File: config.mk
export PLATFORM = sky130hd
export DESIGN_NAME = cartridge_bank_mapper
export DESIGN_NICKNAME = d
export VERILOG_FILES = /design/src/sv/cbm_pkg.sv /design/src/sv/cartridge_bank_mapper.sv /design/src/sv/cbm_chr_mem.sv
export SDC_FILE = /design/constraint.sdc
export NUM_CORES = 1
export LEC_CHECK = 0
export ABC_AREA = 1
export CORE_UTILIZATION = 51
export CTS_CLUSTER_SIZE = 16
export DETAILED_ROUTE_END_ITERATION = 6
export DONT_BUFFER_PORTS = 1
export GPL_TIMING_DRIVEN = 0
export PLACE_DENSITY = 0.78
export SLEW_MARGIN = 20
export SYNTH_ARGS = -nofsm -noshare
export SYNTH_HDL_FRONTEND = slang
export SYNTH_SLANG_ARGS = --single-unit
File: constraint.sdc
create_clock -name clk -period 1.92 [get_ports clk]
set_input_delay 0.192 -clock clk [delete_from_list [all_inputs] [get_ports clk]]
set_output_delay 0.192 -clock clk [all_outputs]
set_load 0.1 [all_outputs]
File: src/sv/cbm_pkg.sv
// ============================================================================
// cbm_pkg
// Shared types and codes for the cartridge bank mapper: transaction payloads,
// command and target codes, register decode regions and CHR bank memory size.
// ============================================================================
package cbm_pkg;

    // Request transaction payload
    typedef struct packed {
        logic [1:0]  command;
        logic [15:0] address;
        logic [7:0]  data;
    } req_t;

    // Response transaction payload
    typedef struct packed {
        logic [2:0]  target;
        logic [17:0] mapped_address;
        logic        nametable_page;
    } rsp_t;

    // Commands
    localparam logic [1:0] CMD_WRITE   = 2'd0;
    localparam logic [1:0] CMD_CPU_XL  = 2'd1;
    localparam logic [1:0] CMD_PPU_XL  = 2'd2;

    // Targets
    localparam logic [2:0] TGT_NONE    = 3'd0;
    localparam logic [2:0] TGT_PRG_ROM = 3'd1;
    localparam logic [2:0] TGT_PRG_RAM = 3'd2;
    localparam logic [2:0] TGT_CHR_ROM = 3'd3;
    localparam logic [2:0] TGT_NT_RAM  = 3'd4;

    // Register regions, CPU address bits 15:12
    localparam logic [3:0] RGN_PRG_FIRST  = 4'h8;
    localparam logic [3:0] RGN_MIRROR     = 4'h9;
    localparam logic [3:0] RGN_PRG_SECOND = 4'hA;
    localparam logic [3:0] RGN_CHR_FIRST  = 4'hB;
    localparam logic [3:0] RGN_CHR_LAST   = 4'hE;

    // CHR bank byte memory
    localparam int CHR_DEPTH = 8;
    localparam int CHR_IDX_W = $clog2(CHR_DEPTH);
    localparam int CHR_DATA_W = 8;

    // Write port of the CHR bank memory
    typedef struct packed {
        logic                  en;
        logic [CHR_IDX_W-1:0]  idx;
        logic [CHR_DATA_W-1:0] data;
    } chr_wr_t;

endpackage

File: src/sv/cartridge_bank_mapper.sv
// ============================================================================
// cartridge_bank_mapper
// Cartridge bank mapper: CPU register writes and CPU/PPU address translation.
// ============================================================================
// Usage:
//   req channel (req_valid / req_stall / req) carries, unless stalled, one
//   transaction per cycle: a CPU register write or a CPU/PPU address to map.
//   rsp channel (rsp_valid / rsp_stall / rsp) returns exactly one response
//   per request, in order. A register write answers with target none.
//   Throughput: one transaction per clock unless rsp_stall holds. Requests
//   may follow each other back to back, including a CHR write followed by
//   a PPU fetch of the same bank; the bank memory forwards the fresh byte.
//   Pipeline: two register stages. Stage one reads the CHR bank byte
//   memory, stage two does the read-modify-write or the translation and
//   loads the output register.
//   Stall: when rsp_stall holds a response in the output register, the
//   request in stage one waits and req_stall rises; one more request is
//   still taken while stage one is empty. No transaction is lost.
//   Reset (rst_n low, asynchronous): pipeline empties, PRG banks go to 0
//   and 1, mirroring to vertical, CHR bank byte i to i via valid bits.
// ============================================================================
module cartridge_bank_mapper (
    input  logic              clk,
    input  logic              rst_n,
    input  logic              req_valid,
    output logic              req_stall,
    input  cbm_pkg::req_t     req,
    output logic              rsp_valid,
    input  logic              rsp_stall,
    output cbm_pkg::rsp_t     rsp
);

    // ---------------------------------------------------------------- control
    logic          s1_valid_reg, s1_valid_next;
    cbm_pkg::req_t s1_req_reg,   s1_req_next;
    logic          out_valid_reg, out_valid_next;
    cbm_pkg::rsp_t rsp_reg,      rsp_next;
    logic          out_free;
    logic          advance;
    logic          accept;

    // ------------------------------------------------------------ bank state
    logic [3:0] prg_first_reg,  prg_first_next;
    logic [4:0] prg_second_reg, prg_second_next;
    logic [1:0] mirror_reg,     mirror_next;

    // -------------------------------------------------------- CHR memory port
    logic [cbm_pkg::CHR_IDX_W-1:0]  rd_idx;
    logic [cbm_pkg::CHR_DATA_W-1:0] chr_byte;
    cbm_pkg::chr_wr_t               chr_wr;
    logic [3:0]                     s0_pair;
    logic [3:0]                     s1_pair;
    logic [3:0]                     s1_region;
    logic [13:0]                    ppu_addr;
    logic                           nt_page;

    // Output register frees when empty or being taken; stage one moves then.
    assign out_free  = !out_valid_reg || !rsp_stall;
    assign advance   = s1_valid_reg && out_free;
    assign req_stall = s1_valid_reg && !out_free;
    assign accept    = req_valid && !req_stall;

    assign rsp_valid = out_valid_reg;
    assign rsp       = rsp_reg;

    // Stage-zero read index: write picks byte pair plus A0, PPU uses A12:A10.
    assign s0_pair = req.address[15:12] - cbm_pkg::RGN_CHR_FIRST;

    always_comb
    begin
        if (req.command == cbm_pkg::CMD_WRITE)
        begin
            rd_idx = {s0_pair[1:0], req.address[0]};
        end
        else
        begin
            rd_idx = req.address[12:10];
        end
    end

    cbm_chr_mem u_chr_mem (
        .clk     (clk),
        .rst_n   (rst_n),
        .rd_en   (accept),
        .rd_idx  (rd_idx),
        .wr      (chr_wr),
        .rd_data (chr_byte)
    );

    // ---------------------------------------------------------- stage two
    assign s1_region = s1_req_reg.address[15:12];
    assign s1_pair   = s1_region - cbm_pkg::RGN_CHR_FIRST;
    assign ppu_addr  = s1_req_reg.address[13:0];
    // horizontal mirroring follows A11, vertical follows A10
    assign nt_page   = mirror_reg[0] ? ppu_addr[11] : ppu_addr[10];

    always_comb
    begin
        prg_first_next  = prg_first_reg;
        prg_second_next = prg_second_reg;
        mirror_next     = mirror_reg;
        chr_wr.en       = 1'b0;
        chr_wr.idx      = {s1_pair[1:0], s1_req_reg.address[0]};
        // A1 selects high nibble
        if (s1_req_reg.address[1])
        begin
            chr_wr.data = {s1_req_reg.data[3:0], chr_byte[3:0]};
        end
        else
        begin
            chr_wr.data = {chr_byte[7:4], s1_req_reg.data[3:0]};
        end

        rsp_next.target         = cbm_pkg::TGT_NONE;
        rsp_next.mapped_address = '0;
        rsp_next.nametable_page = 1'b0;

        case (s1_req_reg.command)
            cbm_pkg::CMD_WRITE:
            begin
                if (advance)
                begin
                    unique case (s1_region) inside
                        cbm_pkg::RGN_PRG_FIRST:  prg_first_next  = s1_req_reg.data[3:0];
                        cbm_pkg::RGN_MIRROR:     mirror_next     = s1_req_reg.data[1:0];
                        cbm_pkg::RGN_PRG_SECOND: prg_second_next = s1_req_reg.data[4:0];
                        [cbm_pkg::RGN_CHR_FIRST:cbm_pkg::RGN_CHR_LAST]:
                            chr_wr.en = 1'b1;
                        default: ; // writes elsewhere are ignored
                    endcase
                end
            end
            cbm_pkg::CMD_CPU_XL:
            begin
                if (s1_req_reg.address[15:14] == 2'b11)
                begin
                    // fixed last 16K of a 128K window
                    rsp_next.target         = cbm_pkg::TGT_PRG_ROM;
                    rsp_next.mapped_address = {4'b0111, s1_req_reg.address[13:0]};
                end
                else if (s1_req_reg.address[15:13] == 3'b101)
                begin
                    rsp_next.target         = cbm_pkg::TGT_PRG_ROM;
                    rsp_next.mapped_address = {prg_second_reg, s1_req_reg.address[12:0]};
                end
                else if (s1_req_reg.address[15:13] == 3'b100)
                begin
                    rsp_next.target         = cbm_pkg::TGT_PRG_ROM;
                    rsp_next.mapped_address = {1'b0, prg_first_reg, s1_req_reg.address[12:0]};
                end
                else if (s1_req_reg.address[15:13] == 3'b011)
                begin
                    rsp_next.target         = cbm_pkg::TGT_PRG_RAM;
                    rsp_next.mapped_address = {5'b0, s1_req_reg.address[12:0]};
                end
            end
            cbm_pkg::CMD_PPU_XL:
            begin
                if (!ppu_addr[13])
                begin
                    // CHR byte drops its low bit
                    rsp_next.target         = cbm_pkg::TGT_CHR_ROM;
                    rsp_next.mapped_address = {1'b0, chr_byte[7:1], ppu_addr[9:0]};
                end
                else
                begin
                    rsp_next.target         = cbm_pkg::TGT_NT_RAM;
                    rsp_next.mapped_address = {7'b0, nt_page, ppu_addr[9:0]};
                    rsp_next.nametable_page = nt_page;
                end
            end
            default: ; // unused command: response stays none
        endcase
    end

    // ------------------------------------------------------ pipeline control
    always_comb
    begin
        s1_req_next = accept ? req : s1_req_reg;
        if (accept)
        begin
            s1_valid_next = 1'b1;
        end
        else if (advance)
        begin
            s1_valid_next = 1'b0;
        end
        else
        begin
            s1_valid_next = s1_valid_reg;
        end
        out_valid_next = out_free ? s1_valid_reg : out_valid_reg;
    end

    always_ff @(posedge clk)
    begin
        s1_req_reg <= s1_req_next;
        if (advance)
        begin
            rsp_reg <= rsp_next;
        end
    end

    always_ff @(posedge clk or negedge rst_n)
    begin
        if (!rst_n)
        begin
            s1_valid_reg   <= 1'b0;
            out_valid_reg  <= 1'b0;
            prg_first_reg  <= 4'd0;
            prg_second_reg <= 5'd1;
            mirror_reg     <= 2'd0;
        end
        else
        begin
            s1_valid_reg   <= s1_valid_next;
            out_valid_reg  <= out_valid_next;
            prg_first_reg  <= prg_first_next;
            prg_second_reg <= prg_second_next;
            mirror_reg     <= mirror_next;
        end
    end

endmodule

File: src/sv/cbm_chr_mem.sv
// ============================================================================
// cbm_chr_mem
// CHR bank byte store: synchronous memory with a registered read,
// per-entry valid bits for the reset contents and same-edge write forwarding.
// ============================================================================
module cbm_chr_mem (
    input  logic                                   clk,
    input  logic                                   rst_n,
    input  logic                                   rd_en,
    input  logic [cbm_pkg::CHR_IDX_W-1:0]          rd_idx,
    input  cbm_pkg::chr_wr_t                       wr,
    output logic [cbm_pkg::CHR_DATA_W-1:0]         rd_data
);

    logic [cbm_pkg::CHR_DATA_W-1:0] mem [cbm_pkg::CHR_DEPTH];
    logic [cbm_pkg::CHR_DATA_W-1:0] rd_q_reg;
    logic [cbm_pkg::CHR_DEPTH-1:0]  valid_reg;
    logic [cbm_pkg::CHR_DEPTH-1:0]  valid_next;
    logic                           rd_valid_reg;
    logic [cbm_pkg::CHR_IDX_W-1:0]  rd_idx_reg;
    logic                           fwd_hit_reg;
    logic [cbm_pkg::CHR_DATA_W-1:0] fwd_data_reg;

    always_ff @(posedge clk)
    begin
        if (wr.en)
        begin
            mem[wr.idx] <= wr.data;
        end
        if (rd_en)
        begin
            rd_q_reg     <= mem[rd_idx];
            fwd_data_reg <= wr.data;
        end
    end

    always_comb
    begin
        valid_next = valid_reg;
        if (wr.en)
        begin
            valid_next[wr.idx] = 1'b1;
        end
    end

    always_ff @(posedge clk or negedge rst_n)
    begin
        if (!rst_n)
        begin
            valid_reg    <= '0;
            rd_valid_reg <= 1'b0;
            rd_idx_reg   <= '0;
            fwd_hit_reg  <= 1'b0;
        end
        else
        begin
            valid_reg <= valid_next;
            if (rd_en)
            begin
                rd_valid_reg <= valid_reg[rd_idx];
                rd_idx_reg   <= rd_idx;
                // write landing on the entry being read at the same edge
                fwd_hit_reg  <= wr.en && (wr.idx == rd_idx);
            end
        end
    end

    // never-written entries read as their index
    always_comb
    begin
        if (fwd_hit_reg)
        begin
            rd_data = fwd_data_reg;
        end
        else if (rd_valid_reg)
        begin
            rd_data = rd_q_reg;
        end
        else
        begin
            rd_data = {{(cbm_pkg::CHR_DATA_W-cbm_pkg::CHR_IDX_W){1'b0}}, rd_idx_reg};
        end
    end

endmodule
Yosys cells after proc, flatten, opt, wreduce, memory -nomap -nowiden
Memories as Yosys holds them, arrays and structs flattened. A register that Yosys moved wholly into a read port is not among the register bits.
Cells that the tools add are included.

operators by class
  eq/ne operators = 10
  muxes and demuxes = 22
  $lt $le $gt $ge = 5
  reductions and logical operators = 18
  bitwise logic cells = 1
  add/sub/neg operators = 2

operators by type and width
  operator                                                    number
  2-to-1 mux 21 bit                                           4
  one-hot mux 21 bit (2 select lines)                         1
  2-to-1 mux 8 bit                                            3
  2-to-1 mux 20 bit                                           1
  equality test 4 bit, second input constant                  3
  2-to-1 mux 1 bit                                            10
  AND reduction 3 bit                                         3
  less-than comparator 3 x 4 -> 1 bit, second input constant  2
  OR 8 bit                                                    1
  equality test 3 bit, second input constant                  2
  logical AND 1 bit                                           6
  equality test 2 bit, second input constant                  2
  >= comparator 4 bit, second input constant                  1
  less-or-equal comparator 4 bit, second input constant       1
  logical NOT 1 bit                                           4
  logical NOT 2 bit                                           2
  subtractor 2 bit, second input constant                     2
  binary-select mux 1 bit (select 3 bit)                      1
  demux 1 bit (select 3 bit)                                  1
  equality test 3 x 2 -> 1 bit, second input constant         1
  equality test 3 bit                                         1
  >= comparator 3 x 1 -> 1 bit, second input constant         1
  2-to-1 mux 3 bit                                            1
  equality test 2 x 1 -> 1 bit, second input constant         1
  3 further kinds                                             3

word-level totals
  bits in registers = 78
  RAM bits = 64
  output and inout port bits = 24
  memories kept = 1

memory list
  name           depth  width  rd ports  clocked after Yosys merged registers in  write ports  line               text
  u_chr_mem.mem  8      8      1         1                                        1            cbm_chr_mem.sv:15  logic [cbm_pkg::CHR_DATA_W-1:0] mem [cbm_pkg::CHR_DEPTH];

Logic depth before layout (Yosys ltp)
  depth in word-level cells = 7
  gate-level depth with buffers = 10
  depth with buffers taken out = 9

By module
A second synthesis with hierarchy kept.

second synthesis, totals
  cells, all modules = 595
  area total of the unflattened synthesis = 6442.4 um^2

by module, submodules not included
  module                 area an instance (um^2)  seq. area each (um^2)  cells an instance  times used
  cbm_chr_mem            3831.2                   2727.6                 357                1
  cartridge_bank_mapper  2611.3                   1652.8                 238                1

Worst setup path after synthesis
Ideal clock, no wire load.

  path type = register to register
  start point = register out_valid_reg (netlist: rsp_valid)
  end point = register u_chr_mem.fwd_hit_reg
  setup slack = -458 ps
  cell stages (with the launch flop) = 8
  setup time = 65 ps
  data required time = 1855 ps
  arrival = 2313 ps
  buffers on the path = 0
  path through = dfrtp_1 -> nand3_1 -> nand2_1 -> inv_1 -> nand3_1 -> nor2_1 -> nand3_1 -> nand2_1

on the way
  word-level cells in the longest chain between the ends = 6

RTL lines
  element                 line                          text
  from (decl)             cartridge_bank_mapper.sv:36   logic out_valid_reg, out_valid_next;
  from (signal assigned)  cartridge_bank_mapper.sv:217  out_valid_reg <= out_valid_next;
  logical NOT 1 bit       cartridge_bank_mapper.sv:58   assign out_free = !out_valid_reg || !rsp_stall;
  logical OR 1 bit        cartridge_bank_mapper.sv:58
  logical NOT 1 bit       cartridge_bank_mapper.sv:60   assign req_stall = s1_valid_reg && !out_free;
  logical AND 1 bit       cartridge_bank_mapper.sv:60
  logical NOT 1 bit       cartridge_bank_mapper.sv:61   assign accept = req_valid && !req_stall;
  logical AND 1 bit       cartridge_bank_mapper.sv:61
  net accept              cartridge_bank_mapper.sv:40   logic accept;
  to (signal assigned)    cbm_chr_mem.sv:63             fwd_hit_reg <= wr.en && (wr.idx == rd_idx);
  to (decl)               cbm_chr_mem.sv:21             logic fwd_hit_reg;

The timed path passes the listed nets, and every way through them passes these cells.
A chain may end at the register's enable or synchronous reset.

Worst setup path after layout
  start point = register s1_req_reg, in the netlist ppu_addr[12]
  end point = memory u_chr_mem.mem[6][6] in the netlist's numbering (enable)

on the way
  word-level cells in the longest chain between the ends = 7

RTL lines
  element                                                                          line                          text
  from (decl)                                                                      cartridge_bank_mapper.sv:35   cbm_pkg::req_t s1_req_reg, s1_req_next;
  from (signal assigned)                                                           cartridge_bank_mapper.sv:197  s1_req_reg <= s1_req_next;
  >= comparator 4 bit (no line) or less-or-equal comparator 4 bit (tied branches)  n/a
  logical AND 1 bit (no line)                                                      n/a
  2-to-1 mux 1 bit                                                                 cartridge_bank_mapper.sv:123  unique case (s1_region) inside
  2-to-1 mux 1 bit                                                                 cartridge_bank_mapper.sv:121  if (advance)
  2-to-1 mux 1 bit                                                                 cartridge_bank_mapper.sv:118  case (s1_req_reg.command)
  2-to-1 mux 1 bit                                                                 cbm_chr_mem.sv:26             if (wr.en)
  2-to-1 mux 1 bit (not written as such)                                           cbm_chr_mem.sv:28             mem[wr.idx] <= wr.data;
  to (decl)                                                                        cbm_chr_mem.sv:15

Parallel ways exist; a longest one is shown, timed or not.

==> qor_table.md <==
| Quantity | This run |
|---|---|
| VDD IR max | 1.06 mV |
| RSZ-0062 raised after global routing | yes |
| Cell area after synthesis | 6020 um^2 |
| Pre-CTS worst setup slack | -0.488 ns |
| Avg Inst Size Synth | 10.7 um^2 |
| Crit path max fanout | 7 |
| Outcome | finished with violations |
| Area enclosed by the die boundary | 12,200 um^2 |
| Share of cell area taken by muxes after synthesis | 0.00166 |
| Final-report setup violation count | 47 |
| Clk_skew | 0.0121 ns |
| Weighted congestion reported at the end of routability-driven placement | 0.882 |
| Initial core utilization | 0.525 |
| Reg-to-reg endpoint | u_chr_mem.mem[6][6] |
| Post-Route Utilization | 0.660 |
| Number of distinct library cell variants in the gate-level netlist after synthesis | 32 |
| Drt initial violations | 507 |
| Largest net degree at the start of global routing | 25 |
| Ports | 54 |
| Failing checks | setup timing |
| Final Hold Fails | 0 |
| DP HPWL | 8110 um |
| Drt first pass iters | 5 |
| Total nets after synthesis | 600 |
| Signed area change from the synthesized netlist to the final layout | 25.7% |
| Root Buffer | sky130_fd_sc_hd__clkbuf_16 |
| Worst setup path category | reg -> reg |
| CTS Buf Count | 17 |
| Post-synth ARST share | 0.173 |
| Nature of the critical path endpoint | register |
| Number of max-cap violations | 0 |
| Layout cells sized above 1 | 0.182 |
| Worst Hold Path Cells | 2 |
| Required arrival time at the worst endpoint | 2.02 ns |
| Number of buffers on the longest clock path | 2 |
| Combinational family with the most area after synthesis | simple AND/OR/NAND/NOR gates |
| Number of nets in the final layout | 680 |
| TritonCTS Sinks | 139 |
| Antenna viol nets, final | 0 |
| # diodes | 0 |
| Instance count after placement with tap cells included | 704 |
| Final critical path time including I/O delays and setup | 1.99 ns |
| DRC violation count after routing | 0 |
| Chip height | 111 um |
| Slew at the pin with the worst max-slew slack | 0.930 ns |
| Synthesized flop and latch total | 139 |
| Post-detailed-route via-to-cell ratio | 5.58 |
| Leading post-synthesis cells by instance count | sky130_fd_sc_hd__nand2_1, sky130_fd_sc_hd__edfxtp_1, sky130_fd_sc_hd__inv_1 |
| Post-synthesis share of cell area spent on and, or, nand and nor gates | 0.177 |
| Total length of routed wires | 14,900 um |
| Area share of xor/xnor cells in the synthesized design | 0.00146 |
| Worst hold path startpoint | req_valid |
| I/O Buffers | 0 |
| FMAX | 503 MHz |
| Post-synthesis compound-gate area fraction | 0.0499 |
| Worst Hold End | u_chr_mem.rd_idx_reg[2] |
| Core area | 11,500 um^2 |
| Worst setup margin | -0.0682 ns |
| Headroom to the max-slew limit | 0.382 |
| Leak pwr | 3.26 nW |
| Most instantiated library cell after synthesis | sky130_fd_sc_hd__nand2_1 |
| Main synth FF type | sky130_fd_sc_hd__edfxtp_1 |
| Total area of multi-input combinational cells | 1680 um^2 |
| TritonCTS clock tree | yes |
| Path class of the lowest-slack min-delay path | in -> reg |
| Startpoint of the worst setup timing path | ppu_addr[12] |
| Kind of start point of the critical path | register |
| Post-place instance area | 6220 um^2 |
| Leading post-synthesis cells by cell area | sky130_fd_sc_hd__edfxtp_1, sky130_fd_sc_hd__nand2_1, sky130_fd_sc_hd__dfrtp_1, sky130_fd_sc_hd__inv_1, sky130_fd_sc_hd__nand3_1 |
| Area of all sequential standard cells | 4060 um^2 |
| Global-route wire length before repair | 22,000 um |
| Max reg flops | 56 |
| Clock-pin slew of the registers on the worst-case setup and hold paths | 0.05 ns |
| Final Max Tran Viols | 0 |
| Standard-cell rows | 39 |
| Pwr per Cell Area | 1110 nW/um^2 |
| Total number of vias | 4,449 |
| Cell depth of the worst flop-to-flop path | 7 |
| Filler cell count | 747 |
| Adder-cell share of the synthesized area | 0.0187 |
| Number of antenna violations at the first check in global routing | 0 |
| Filler-free cell count of the finished design | 797 |
| Critical Path AT | 2.09 ns |
| Clock latency reported for the late side of the worst-skew pair | 0.43 ns |
| Share of the synthesized area in the top cell type | 0.574 |
| Width of the die | 111 um |
| Sequential cell area fraction in the yosys report | 0.674 |
| Tcrit/Tclk final | 1.04 |
| Total routing usage reported by global routing | 0.241 |
| Final hold slack | 0.124 ns |
| Wire per inst | 18.7 um |
| Number of enable-type register cells in the synthesized netlist | 115 |
| Number of global-route vias before repair | 4,191 |
| Total grt overflow | 0 |
| Flop2flop setup slack | -0.07 ns |
| Count of synthesis-stage warnings from yosys | 0 |
| Design area | 7570 um^2 |
| H-tree Lvls | 4 |
| Final-layout setup total negative slack | -1.43 ns |
| Overall power consumption | 8.42 mW |
| Most area-hungry cell type in the Yosys netlist | sky130_fd_sc_hd__edfxtp_1 |
| Worst flop-to-flop path startpoint | ppu_addr[12] |
| Gate count of the mapped netlist | 561 |
[layout by cell type (no fill, tap or decap), types with 3 or more instances in the layout]
master and n:
sky130_fd_sc_hd__nand2_2 9, sky130_fd_sc_hd__dlygate4sd3_1 25, sky130_fd_sc_hd__a22oi_1 4, sky130_fd_sc_hd__o21ai_2 5
sky130_fd_sc_hd__buf_6 8, sky130_fd_sc_hd__o21ai_1 3, sky130_fd_sc_hd__a21oi_1 7, sky130_fd_sc_hd__clkinvlp_4 6
sky130_fd_sc_hd__dfrtp_1 22, sky130_fd_sc_hd__nand2_1 150, sky130_fd_sc_hd__clkinv_1 7, sky130_fd_sc_hd__o21bai_1 8
sky130_fd_sc_hd__buf_12 4, sky130_fd_sc_hd__nand2_4 3, sky130_fd_sc_hd__clkbuf_16 17, sky130_fd_sc_hd__o21ai_0 17
sky130_fd_sc_hd__inv_1 89, sky130_fd_sc_hd__nor2_4 9, sky130_fd_sc_hd__nand3_1 49, sky130_fd_sc_hd__edfxtp_1 115
sky130_fd_sc_hd__buf_4 30, sky130_fd_sc_hd__clkbuf_1 4, sky130_fd_sc_hd__ha_1 5, sky130_fd_sc_hd__inv_2 6
sky130_fd_sc_hd__nor2_1 19, sky130_fd_sc_hd__bufinv_16 4
[worst max-delay path by stage]
stage | end | slack [ns] | depth (start not counted)
floorplan | u_chr_mem.fwd_hit_reg | -0.05 | 7
global placement | u_chr_mem.mem[4][1] | -0.46 | 5
detailed placement | prg_first_reg[3] | -0.49 | 5
CTS | u_chr_mem.mem[0][4] | -0.05 | 7
global route | u_chr_mem.fwd_hit_reg | -0.12 | 13
finish | u_chr_mem.mem[6][6] | -0.07 | 7
[area by class of cell]
class	count	share of cell area
Sequential cell	139	0.536
Clock buffer	21	0.0582
Timing Repair inverter	2	0.00198
Timing Repair Buffer	59	0.0744
Multi-Input combinational cell	313	0.223
Inverter	99	0.0506
Clock inverter	11	0.0198
Tap cell	143	0.0236
Buffer	10	0.0122
[logic make-up (layout without fill, tap and decap cells)]
family | Yosys count | after routing
and+or+nand+nor | 252 | 252
DFF | 139 | 139
buffers and inverters | 109 | 202
AOI/OAI and AO/OA | 50 | 50
adders and majority gates | 9 | 9
xor gates and xnor gates | 1 | 1
muxes | 1 | 1
[power by group]
part	total [mW]	internal [mW]	switching (mW)	leakage, nW
registers	4.15	3.58	0.575	1.40
clock network	3.34	2.14	1.20	0.280
logic	0.929	0.322	0.608	1.59
total	8.42	6.04	2.38	3.26
[worst max-delay path, stage by stage (launching register included)]
cell	delay (ns)
sky130_fd_sc_hd__edfxtp_1	0.51
sky130_fd_sc_hd__inv_2	0.14
sky130_fd_sc_hd__ha_2	0.20
sky130_fd_sc_hd__nand3b_1	0.17
sky130_fd_sc_hd__and2_4	0.18
sky130_fd_sc_hd__buf_6	0.12
sky130_fd_sc_hd__nand2_8	0.08
sky130_fd_sc_hd__nor2_4	0.25
[repair_timing]
item / CTS / global route
endpoints found under the hold margin: 49 / 0
cloned: 2 / 0
gates resized for setup: 35 / 16
hold buffers: 26 / 0
setup endpoints to repair: 172 / 116
pin swaps: 6 / 12
buffers inserted: 14 / 19
[routing by layer]
metal,wire length (um),global-route usage
met3,1100,0.0565
met4,636,0.117
met1,5720,0.290
met2,7420,0.407
met5,0,0
Note: power is estimated with default switching activity, not from simulation.
